`src/rtl/hfe_pkg.sv`:
```
// ----------------------------------------------------------------------------
// hfe_pkg: shared types, constants and microcode for the haptic force effect
// Holds the field widths, the control word layout of the sequencer, the
// register index codes and the microprogram itself as a constant table.
// ----------------------------------------------------------------------------
package hfe_pkg;

   // Field and datapath widths.
   localparam int ANGLE_W    = 16;             // angle sample and force result
   localparam int GAIN_W     = 32;             // Q16.16 gains
   localparam int RATE_W     = 20;             // sample rate in Hz
   localparam int CSR_ADDR_W = 3;
   localparam int CSR_DATA_W = 32;
   localparam int POS_FRAC   = 8;              // fraction bits of velocity
   localparam int VAL_W      = 48;             // velocity, acceleration, operand
   localparam int HALF_W     = 24;             // low half of a 48-bit operand
   localparam int MUL_A_W    = HALF_W + 1;     // signed half operand
   localparam int MUL_B_W    = GAIN_W + 1;     // signed gain or unsigned rate
   localparam int PROD_W     = MUL_A_W + MUL_B_W;
   localparam int ACC_W      = VAL_W + MUL_B_W;
   localparam int TERM_W     = VAL_W + 1;      // saturated term, up to 2^47
   localparam int SUM_W      = VAL_W + 2;      // four terms added
   localparam int FRAC_SHIFT = 24;             // Q.24 sum to integer force
   localparam int QUOT_W     = SUM_W - FRAC_SHIFT;
   localparam int STEP_W     = 5;

   localparam logic [RATE_W-1:0] RATE_RESET = RATE_W'(1000);
   localparam logic signed [VAL_W-1:0]   DEAD_BAND = VAL_W'(25);
   localparam logic signed [QUOT_W-1:0]  FORCE_MAX = QUOT_W'(32767);
   localparam logic signed [SUM_W-1:0]   TRUNC_BIAS = SUM_W'({FRAC_SHIFT{1'b1}});

   // Saturation limits: +-(2^47 - 1) for velocity and acceleration,
   // +-2^47 for each force term.
   localparam logic signed [ACC_W-1:0] LIM_Q48  = ACC_W'({(VAL_W-1){1'b1}});
   localparam logic signed [ACC_W-1:0] LIM_TERM = ACC_W'({1'b1, {(VAL_W-1){1'b0}}});

   // Register index codes of the configuration port.
   typedef enum logic [CSR_ADDR_W-1:0] {
      CSR_FRICTION = 3'd0,
      CSR_SPRING   = 3'd1,
      CSR_DAMPER   = 3'd2,
      CSR_INERTIA  = 3'd3,
      CSR_RATE     = 3'd4
   } csr_index_type;

   // Control word fields.
   typedef enum logic [2:0] {
      OPA_HOLD, OPA_DANG, OPA_DVEL, OPA_VEL, OPA_ANG, OPA_ACCEL
   } opa_sel_type;

   typedef enum logic [1:0] {
      B_RATE, B_SPRING, B_DAMPER, B_INERTIA
   } b_sel_type;

   typedef enum logic [1:0] {
      ACC_HOLD, ACC_LOAD, ACC_ADD_HI
   } acc_op_type;

   typedef enum logic {
      SAT_Q48, SAT_TERM
   } sat_sel_type;

   typedef enum logic [2:0] {
      WB_NONE, WB_VEL, WB_ACCEL, WB_FRIC, WB_SUM, WB_QUOT
   } wb_type;

   typedef enum logic [1:0] {
      BR_NEXT, BR_WAIT_IN, BR_WAIT_OUT, BR_JUMP
   } br_type;

   typedef struct packed {
      opa_sel_type        opa_sel;
      logic               mul_hi;
      b_sel_type          b_sel;
      acc_op_type         acc_op;
      sat_sel_type        sat_sel;
      wb_type             wb;
      br_type             br;
      logic [STEP_W-1:0]  target;
   } ucode_type;

   // Control handed from the sequencer to the datapath.
   typedef struct packed {
      ucode_type uc;
      logic      take_in;
      logic      out_fire;
   } dp_ctrl_type;

   // Microprogram. Each multiply takes a 48-bit operand in two halves: the
   // product of one half is registered, then loaded or added into the
   // accumulator, and the saturated result is written back after the high half.
   function automatic ucode_type ucode(input logic [STEP_W-1:0] addr);
      ucode_type uc;
      uc = '{OPA_HOLD, 1'b0, B_RATE, ACC_HOLD, SAT_Q48, WB_NONE, BR_NEXT, '0};
      case (addr)
         5'd0: begin
            uc.br = BR_WAIT_IN;
         end
         // Velocity: (angle step * 256) * rate.
         5'd1: begin
            uc.opa_sel = OPA_DANG;
         end
         5'd2: begin
            uc.b_sel = B_RATE;
         end
         5'd3: begin
            uc.mul_hi = 1'b1;
            uc.b_sel  = B_RATE;
            uc.acc_op = ACC_LOAD;
         end
         5'd4: begin
            uc.acc_op = ACC_ADD_HI;
         end
         5'd5: begin
            uc.sat_sel = SAT_Q48;
            uc.wb      = WB_VEL;
         end
         // Acceleration: velocity step * rate; friction term starts the sum.
         5'd6: begin
            uc.opa_sel = OPA_DVEL;
            uc.wb      = WB_FRIC;
         end
         5'd7: begin
            uc.b_sel = B_RATE;
         end
         5'd8: begin
            uc.mul_hi = 1'b1;
            uc.b_sel  = B_RATE;
            uc.acc_op = ACC_LOAD;
         end
         5'd9: begin
            uc.acc_op  = ACC_ADD_HI;
            uc.opa_sel = OPA_VEL;
         end
         // Damper term.
         5'd10: begin
            uc.sat_sel = SAT_Q48;
            uc.wb      = WB_ACCEL;
            uc.b_sel   = B_DAMPER;
         end
         5'd11: begin
            uc.mul_hi = 1'b1;
            uc.b_sel  = B_DAMPER;
            uc.acc_op = ACC_LOAD;
         end
         5'd12: begin
            uc.acc_op  = ACC_ADD_HI;
            uc.opa_sel = OPA_ANG;
         end
         // Spring term.
         5'd13: begin
            uc.sat_sel = SAT_TERM;
            uc.wb      = WB_SUM;
            uc.b_sel   = B_SPRING;
         end
         5'd14: begin
            uc.mul_hi = 1'b1;
            uc.b_sel  = B_SPRING;
            uc.acc_op = ACC_LOAD;
         end
         5'd15: begin
            uc.acc_op  = ACC_ADD_HI;
            uc.opa_sel = OPA_ACCEL;
         end
         // Inertia term.
         5'd16: begin
            uc.sat_sel = SAT_TERM;
            uc.wb      = WB_SUM;
            uc.b_sel   = B_INERTIA;
         end
         5'd17: begin
            uc.mul_hi = 1'b1;
            uc.b_sel  = B_INERTIA;
            uc.acc_op = ACC_LOAD;
         end
         5'd18: begin
            uc.acc_op = ACC_ADD_HI;
         end
         5'd19: begin
            uc.sat_sel = SAT_TERM;
            uc.wb      = WB_SUM;
         end
         // Truncate to an integer, then clamp, negate and hand off.
         5'd20: begin
            uc.wb = WB_QUOT;
         end
         5'd21: begin
            uc.br     = BR_WAIT_OUT;
            uc.target = '0;
         end
         default: begin
            uc.br     = BR_JUMP;
            uc.target = '0;
         end
      endcase
      return uc;
   endfunction

endpackage

```
`src/rtl/haptic_force_effect.sv`:
```
// ----------------------------------------------------------------------------
// haptic_force_effect: spring, damper, friction and inertia force effect
// Turns one angle sample per transfer into one resisting force command.
// ----------------------------------------------------------------------------
// Each angle transfer yields one force transfer. Velocity and acceleration
// are derived from successive samples with the programmed sample rate, and
// the force is the negated sum of the friction, spring, damper and inertia
// terms, truncated and clamped to +-32767. A single shared 25x33 multiplier
// takes each 48-bit operand in two halves under the microprogram, and the
// block works on one item at a time. A new angle is accepted while the
// previous force still waits in the result register; if that force is still
// waiting when the next one is done, the sequencer holds at its last step
// until the result transfer. Gains and rate must be written through the csr
// port only while no item is in flight; the block itself does not enforce
// this.
module haptic_force_effect
   import hfe_pkg::*;
(
   input  logic                  clock,
   input  logic                  reset,
   // Input stream: tdata[15:0] = angle
   input  logic                  req_tvalid,
   output logic                  req_tready,
   input  logic [ANGLE_W-1:0]    req_tdata,
   // Result stream: tdata[15:0] = force_res
   output logic                  rsp_tvalid,
   input  logic                  rsp_tready,
   output logic [ANGLE_W-1:0]    rsp_tdata,
   // Configuration writes
   input  logic                  csr_we,
   input  logic [CSR_ADDR_W-1:0] csr_addr,
   input  logic [CSR_DATA_W-1:0] csr_wdata
);

   logic signed [GAIN_W-1:0]  friction_ff;
   logic signed [GAIN_W-1:0]  spring_ff;
   logic signed [GAIN_W-1:0]  damper_ff;
   logic signed [GAIN_W-1:0]  inertia_ff;
   logic [RATE_W-1:0]         rate_ff;
   logic                      rsp_valid_ff;
   logic                      out_busy;
   dp_ctrl_type               ctrl;
   logic signed [ANGLE_W-1:0] force_res;

   // Configuration registers.
   always_ff @(posedge clock) begin
      if (reset) begin
         friction_ff <= '0;
         spring_ff   <= '0;
         damper_ff   <= '0;
         inertia_ff  <= '0;
         rate_ff     <= RATE_RESET;
      end else if (csr_we) begin
         case (csr_addr)
            CSR_FRICTION: friction_ff <= $signed(csr_wdata[GAIN_W-1:0]);
            CSR_SPRING:   spring_ff   <= $signed(csr_wdata[GAIN_W-1:0]);
            CSR_DAMPER:   damper_ff   <= $signed(csr_wdata[GAIN_W-1:0]);
            CSR_INERTIA:  inertia_ff  <= $signed(csr_wdata[GAIN_W-1:0]);
            CSR_RATE:     rate_ff     <= csr_wdata[RATE_W-1:0];
            default: begin
            end
         endcase
      end
   end

   // Result register valid flag.
   assign out_busy = rsp_valid_ff && !rsp_tready;

   always_ff @(posedge clock) begin
      if (reset) begin
         rsp_valid_ff <= 1'b0;
      end else if (ctrl.out_fire) begin
         rsp_valid_ff <= 1'b1;
      end else if (rsp_tready) begin
         rsp_valid_ff <= 1'b0;
      end
   end

   // Sequencer.
   hfe_seq u_seq (
      .clock    (clock),
      .reset    (reset),
      .in_valid (req_tvalid),
      .out_busy (out_busy),
      .in_ready (req_tready),
      .ctrl     (ctrl)
   );

   // Datapath.
   hfe_dp u_dp (
      .clock         (clock),
      .reset         (reset),
      .ctrl          (ctrl),
      .angle         ($signed(req_tdata)),
      .friction_gain (friction_ff),
      .spring_gain   (spring_ff),
      .damper_gain   (damper_ff),
      .inertia_gain  (inertia_ff),
      .sample_rate   (rate_ff),
      .force_res     (force_res)
   );

   assign rsp_tvalid = rsp_valid_ff;
   assign rsp_tdata  = force_res;

   // One item at a time: an accepted angle closes the input until done.
   a_one_item: assert property (@(posedge clock) disable iff (reset)
      (req_tvalid && req_tready) |=> !req_tready)
      else $error("input accepted while an item is in progress");

   // The clamp never lets the most negative code through.
   a_clamped: assert property (@(posedge clock) disable iff (reset)
      rsp_tvalid |-> (rsp_tdata != 16'h8000))
      else $error("force result outside the clamp range");

   // A result appears only at the end of a sequence, never from idle.
   a_from_busy: assert property (@(posedge clock) disable iff (reset)
      $rose(rsp_tvalid) |-> $past(!req_tready))
      else $error("result raised while the sequencer was idle");

endmodule

```
`src/rtl/hfe_seq.sv`:
```
// ----------------------------------------------------------------------------
// hfe_seq: microprogram sequencer of the haptic force effect
// Steps through the control words of the package table, waits for an input
// transfer at the start and for a free result register at the end.
// ----------------------------------------------------------------------------
module hfe_seq
   import hfe_pkg::*;
(
   input  logic        clock,
   input  logic        reset,
   input  logic        in_valid,
   input  logic        out_busy,
   output logic        in_ready,
   output dp_ctrl_type ctrl
);

   logic [STEP_W-1:0] step_ff;
   logic [STEP_W-1:0] step_in;
   ucode_type         uc;
   logic              take;
   logic              fire;

   // Fetch the current control word.
   assign uc = ucode(step_ff);

   // Next step address and handshake qualifiers.
   always_comb begin
      step_in  = step_ff;
      take     = 1'b0;
      fire     = 1'b0;
      in_ready = (uc.br == BR_WAIT_IN);
      case (uc.br)
         BR_NEXT: begin
            step_in = step_ff + STEP_W'(1);
         end
         BR_WAIT_IN: begin
            if (in_valid) begin
               take    = 1'b1;
               step_in = step_ff + STEP_W'(1);
            end
         end
         BR_WAIT_OUT: begin
            if (!out_busy) begin
               fire    = 1'b1;
               step_in = uc.target;
            end
         end
         default: begin
            step_in = uc.target;
         end
      endcase
   end

   // Step counter.
   always_ff @(posedge clock) begin
      if (reset) begin
         step_ff <= '0;
      end else begin
         step_ff <= step_in;
      end
   end

   assign ctrl.uc       = uc;
   assign ctrl.take_in  = take;
   assign ctrl.out_fire = fire;

endmodule

```
`src/rtl/hfe_dp.sv`:
```
// ----------------------------------------------------------------------------
// hfe_dp: datapath of the haptic force effect
// Operand register, one shared 25x33 signed multiplier, an accumulator with
// saturation, the term sum and the force result, all driven by the control
// word of the sequencer.
// ----------------------------------------------------------------------------
module hfe_dp
   import hfe_pkg::*;
(
   input  logic                     clock,
   input  logic                     reset,
   input  dp_ctrl_type              ctrl,
   input  logic signed [ANGLE_W-1:0] angle,
   input  logic signed [GAIN_W-1:0]  friction_gain,
   input  logic signed [GAIN_W-1:0]  spring_gain,
   input  logic signed [GAIN_W-1:0]  damper_gain,
   input  logic signed [GAIN_W-1:0]  inertia_gain,
   input  logic [RATE_W-1:0]         sample_rate,
   output logic signed [ANGLE_W-1:0] force_res
);

   logic signed [ANGLE_W-1:0] ang_ff;
   logic signed [ANGLE_W-1:0] last_ang_ff;
   logic signed [ANGLE_W:0]   dang;
   logic signed [VAL_W-1:0]   vel_ff;
   logic signed [VAL_W-1:0]   last_vel_ff;
   logic signed [VAL_W-1:0]   accel_ff;
   logic signed [VAL_W-1:0]   opa_ff;
   logic signed [VAL_W-1:0]   opa_in;
   logic signed [MUL_A_W-1:0] mul_a;
   logic signed [MUL_B_W-1:0] mul_b;
   logic signed [PROD_W-1:0]  pr_ff;
   logic signed [ACC_W-1:0]   pr_ext;
   logic signed [ACC_W-1:0]   acc_ff;
   logic signed [ACC_W-1:0]   acc_in;
   logic signed [ACC_W-1:0]   lim;
   logic signed [TERM_W-1:0]  sat_val;
   logic signed [SUM_W-1:0]   fric_g8;
   logic signed [SUM_W-1:0]   fric_term;
   logic signed [SUM_W-1:0]   sum_ff;
   logic signed [SUM_W-1:0]   sum_in;
   logic signed [SUM_W-1:0]   biased;
   logic signed [QUOT_W-1:0]  quot_ff;
   logic signed [ANGLE_W-1:0] force_ff;
   logic signed [ANGLE_W-1:0] force_in;

   // Operand register load.
   assign dang = (ANGLE_W+1)'(ang_ff) - (ANGLE_W+1)'(last_ang_ff);

   always_comb begin
      case (ctrl.uc.opa_sel)
         OPA_DANG:  opa_in = VAL_W'($signed({dang, {POS_FRAC{1'b0}}}));
         OPA_DVEL:  opa_in = vel_ff - last_vel_ff;
         OPA_VEL:   opa_in = vel_ff;
         OPA_ANG:   opa_in = VAL_W'($signed({ang_ff, {POS_FRAC{1'b0}}}));
         OPA_ACCEL: opa_in = accel_ff;
         default:   opa_in = opa_ff;
      endcase
   end

   // Multiplier operands: low half unsigned, high half signed.
   always_comb begin
      if (ctrl.uc.mul_hi) begin
         mul_a = MUL_A_W'($signed(opa_ff[VAL_W-1:HALF_W]));
      end else begin
         mul_a = $signed({1'b0, opa_ff[HALF_W-1:0]});
      end
      case (ctrl.uc.b_sel)
         B_RATE:    mul_b = MUL_B_W'($signed({1'b0, sample_rate}));
         B_SPRING:  mul_b = MUL_B_W'(spring_gain);
         B_DAMPER:  mul_b = MUL_B_W'(damper_gain);
         default:   mul_b = MUL_B_W'(inertia_gain);
      endcase
   end

   // Accumulator: low half product, then high half shifted up.
   assign pr_ext = ACC_W'(pr_ff);

   always_comb begin
      case (ctrl.uc.acc_op)
         ACC_LOAD:   acc_in = pr_ext;
         ACC_ADD_HI: acc_in = acc_ff + (pr_ext <<< HALF_W);
         default:    acc_in = acc_ff;
      endcase
   end

   // Symmetric saturation of the accumulated product.
   assign lim = (ctrl.uc.sat_sel == SAT_TERM) ? LIM_TERM : LIM_Q48;

   always_comb begin
      if (acc_ff > lim) begin
         sat_val = TERM_W'(lim);
      end else if (acc_ff < -lim) begin
         sat_val = TERM_W'(-lim);
      end else begin
         sat_val = TERM_W'(acc_ff);
      end
   end

   // Friction term: gain times the sign of velocity outside the dead band.
   assign fric_g8 = SUM_W'($signed({friction_gain, {POS_FRAC{1'b0}}}));

   always_comb begin
      if (vel_ff > DEAD_BAND) begin
         fric_term = fric_g8;
      end else if (vel_ff < -DEAD_BAND) begin
         fric_term = -fric_g8;
      end else begin
         fric_term = '0;
      end
   end

   // Term sum.
   always_comb begin
      case (ctrl.uc.wb)
         WB_FRIC: sum_in = fric_term;
         WB_SUM:  sum_in = sum_ff + SUM_W'(sat_val);
         default: sum_in = sum_ff;
      endcase
   end

   // Truncation toward zero: bias negative sums before the shift.
   assign biased = sum_ff[SUM_W-1] ? (sum_ff + TRUNC_BIAS) : sum_ff;

   // Clamp the integer sum and negate it into the force.
   always_comb begin
      if (quot_ff > FORCE_MAX) begin
         force_in = -ANGLE_W'(FORCE_MAX);
      end else if (quot_ff < -FORCE_MAX) begin
         force_in = ANGLE_W'(FORCE_MAX);
      end else begin
         force_in = -quot_ff[ANGLE_W-1:0];
      end
   end

   // Working registers.
   always_ff @(posedge clock) begin
      if (ctrl.take_in) begin
         ang_ff <= angle;
      end
      opa_ff <= opa_in;
      pr_ff  <= mul_a * mul_b;
      acc_ff <= acc_in;
      sum_ff <= sum_in;
      if (ctrl.uc.wb == WB_VEL) begin
         vel_ff <= VAL_W'(sat_val);
      end
      if (ctrl.uc.wb == WB_ACCEL) begin
         accel_ff <= VAL_W'(sat_val);
      end
      if (ctrl.uc.wb == WB_QUOT) begin
         quot_ff <= QUOT_W'(biased >>> FRAC_SHIFT);
      end
      if (ctrl.out_fire) begin
         force_ff <= force_in;
      end
   end

   // History of the previous sample.
   always_ff @(posedge clock) begin
      if (reset) begin
         last_ang_ff <= '0;
         last_vel_ff <= '0;
      end else if (ctrl.out_fire) begin
         last_ang_ff <= ang_ff;
         last_vel_ff <= vel_ff;
      end
   end

   assign force_res = force_ff;

endmodule

```
`config.mk`:
```
export PLATFORM = sky130hd
export DESIGN_NAME = haptic_force_effect
export DESIGN_NICKNAME = d
export VERILOG_FILES = /design/src/rtl/hfe_pkg.sv /design/src/rtl/haptic_force_effect.sv /design/src/rtl/hfe_seq.sv /design/src/rtl/hfe_dp.sv
export SDC_FILE = /design/constraint.sdc
export NUM_CORES = 2
export LEC_CHECK = 0
export ABC_CLOCK_PERIOD_IN_PS = 10900
export BUFFER_PORTS_ARGS = -buffer_cell sky130_fd_sc_hd__buf_2
export CORE_ASPECT_RATIO = 0.9
export CORE_MARGIN = 2
export CORE_UTILIZATION = 60
export CTS_CLUSTER_DIAMETER = 40
export DETAILED_ROUTE_END_ITERATION = 10
export GPL_TIMING_DRIVEN = 0
export PLACE_DENSITY = 0.76
export SYNTH_ARGS = -nofsm -noshare
export SYNTH_HDL_FRONTEND = slang
export SYNTH_HIERARCHICAL = 1
export SYNTH_SLANG_ARGS = --single-unit
```
`constraint.sdc`:
```
create_clock -name clock -period 10.9 [get_ports clock]
set_input_delay 0.545 -clock clock [delete_from_list [all_inputs] [get_ports clock]]
set_output_delay 0.545 -clock clock [all_outputs]
set_load 0.01 [all_outputs]
```
==> impl_metrics.json <==
{
  "status": "finished with violations",
  "violations": "max-slew violations",
  "areaGrowthSynthToFinish_pct": 9.02,
  "htree_levels": 3,
  "period_share_pct": 99.2,
  "wl_per_cell_um": 26.9,
  "vias_per_cell": 6.30,
  "final_common_cell": "inv_1",
  "critPathTopFamily": "adder cells",
  "grt_antenna_before_repair": 23,
  "setup.worst_path.start": "u_seq/step_ff[0]",
  "ff_latch_area_sq_um": 15500,
  "synth_cells": 6801,
  "io_pins": 74,
  "grt_pass1_vias": 51500,
  "dr.pass1.iters": 9,
  "cts_buffers": 82,
  "hold_buffers": 0,
  "core_sq_um": 106000,
  "dieArea_sq_um": 110000,
  "die-width_um": 349,
  "io_buffer_count": 73,
  "ant_nets": 0,
  "drv_cap": 0,
  "place_worst_setup_slack_ps": -1540,
  "drive_above_1_share_pct": 7.92,
  "hold_path.class": "in2reg",
  "slowest_stage": "fa_1",
  "fill_cells": 8725,
  "cpMostUsedCell": "fa_1",
  "cp.required_ps": 11480,
  "max_stage_delay_ps": 810,
  "gp_congestion": 1.06,
  "hold_start": "req_tdata[4]",
  "cp_max_fo": 10,
  "fin_tns_setup_ps": 0,
  "grt_max_degree": 36,
  "grt_pass1_wl_mm": 336,
  "end_kind": "register",
  "cts_buffer_depth": 3,
  "relSlewSlack_pct": -1.69,
  "start_util_pct": 60.6,
  "finalHoldViolCount": 0,
  "crit_type": "reg2reg",
  "avgSynthCellArea_sq_um": 9.44,
  "clkTransAtPathRegs_ps": 70,
  "grt_setup_unrepaired": "yes",
  "cp-start-kind": "register",
  "crit_arrival_ps": 11400,
  "root_buffer": "clkbuf_16",
  "worst_slew_pin_slew_ps": 1530,
  "num_rows": 113,
  "clk_latency_ps": 690,
  "overflow": 0,
  "mostFrequentLayoutCells": "973 x inv_1, 827 x fa_1, 642 x nand2_1",
  "drt_iter0_drc": 7059,
  "slew_viol_final": 9,
  "rr_startpoint": "u_seq/step_ff[0]",
  "die_h_um": 314,
  "max_freq_mhz": 92.4,
  "num_vias": 53300,
  "dp_hpwl_mm": 187,
  "wl_mm": 227,
  "nNetsFinal": 8258,
  "syn_area_sq_um": 64200,
  "multi_input_area_sq_um": 44000,
  "clkSinkCount": 609,
  "min_period_ps": 10820,
  "setup_viol": 0,
  "synth_nets": 8068,
  "grt_util_all_layers_pct": 41.8,
  "ys_warn_count": 6,
  "fin_skew_ps": 36.2,
  "route.detailed.drc": 0,
  "worstPathBufferInverterCount": 10,
  "tritoncts": "yes",
  "setup_ws_ps": 82.1
}
[registers in the layout, summed over array words and instances, names as in the netlist]
name	cells
damper_ff	32
u_dp/ang_ff	16
u_seq/step_ff	5
rate_ff	20
inertia_ff	32
rsp_tvalid	1
u_dp/pr_ff	58
u_dp/acc_ff	81
u_dp/last_ang_ff	16
u_dp/accel_ff	48
u_dp/force_res	16
u_dp/quot_ff	26
spring_ff	32
friction_ff	32
u_dp/last_vel_ff	48
u_dp/vel_ff	48
u_dp/opa_ff	48
u_dp/sum_ff	50
[timing repair]
| action | 4_1_cts | 5_1_grt |
|---|---|---|
| setup buffers | 2 | 11 |
| setup endpoints to repair | 40 | 22 |
| pin swaps | 1 | 1 |
| resized for setup | 70 | 114 |
[cell type report]
class,instances,share of cell area (%)
multi-input combinational,4897,62.8
tap,1380,2.47
clock buffer,99,3.29
inverter,977,5.24
timing repair buffer,108,1.09
antenna,13,0.0465
buffer,316,2.05
clock inverter,55,0.870
sequential,609,22.2
[stage by stage]
step	hold WS, ps	instances	area (sq um)	utilization, %
after floorplan	445	6801	64200	-
after global placement	457	8254	66300	62.6
after detailed placement	466	8274	66700	63.0
after CTS	7.94	8430	69700	65.9
after global routing	17.5	8443	70000	66.1
final	41.0	8454	70000	66.1
[routing by layer]
metal	wire, um	vias to the layer above	global-route usage (%)
met5	69	-	0
met4	10400	10	15.5
met3	32500	581	14.3
met2	91300	3253	57.8
met1	93200	26500	60.7
li1	-	23000	-
[worst paths after layout]
check / to / slack (ps) / depth (start not counted)
worst max-delay path: u_dp/pr_ff[45] / 80 / 34
worst min-delay path: u_dp/ang_ff[4] / 40 / 1
worst max register to register: u_dp/pr_ff[45] / 80 / 34
worst min register to register: spring_ff[19] / 470 / 2
Power is left out: the tool's default activity adds up to more than one toggle a clock period on the data nets, which glitch-free logic cannot reach.
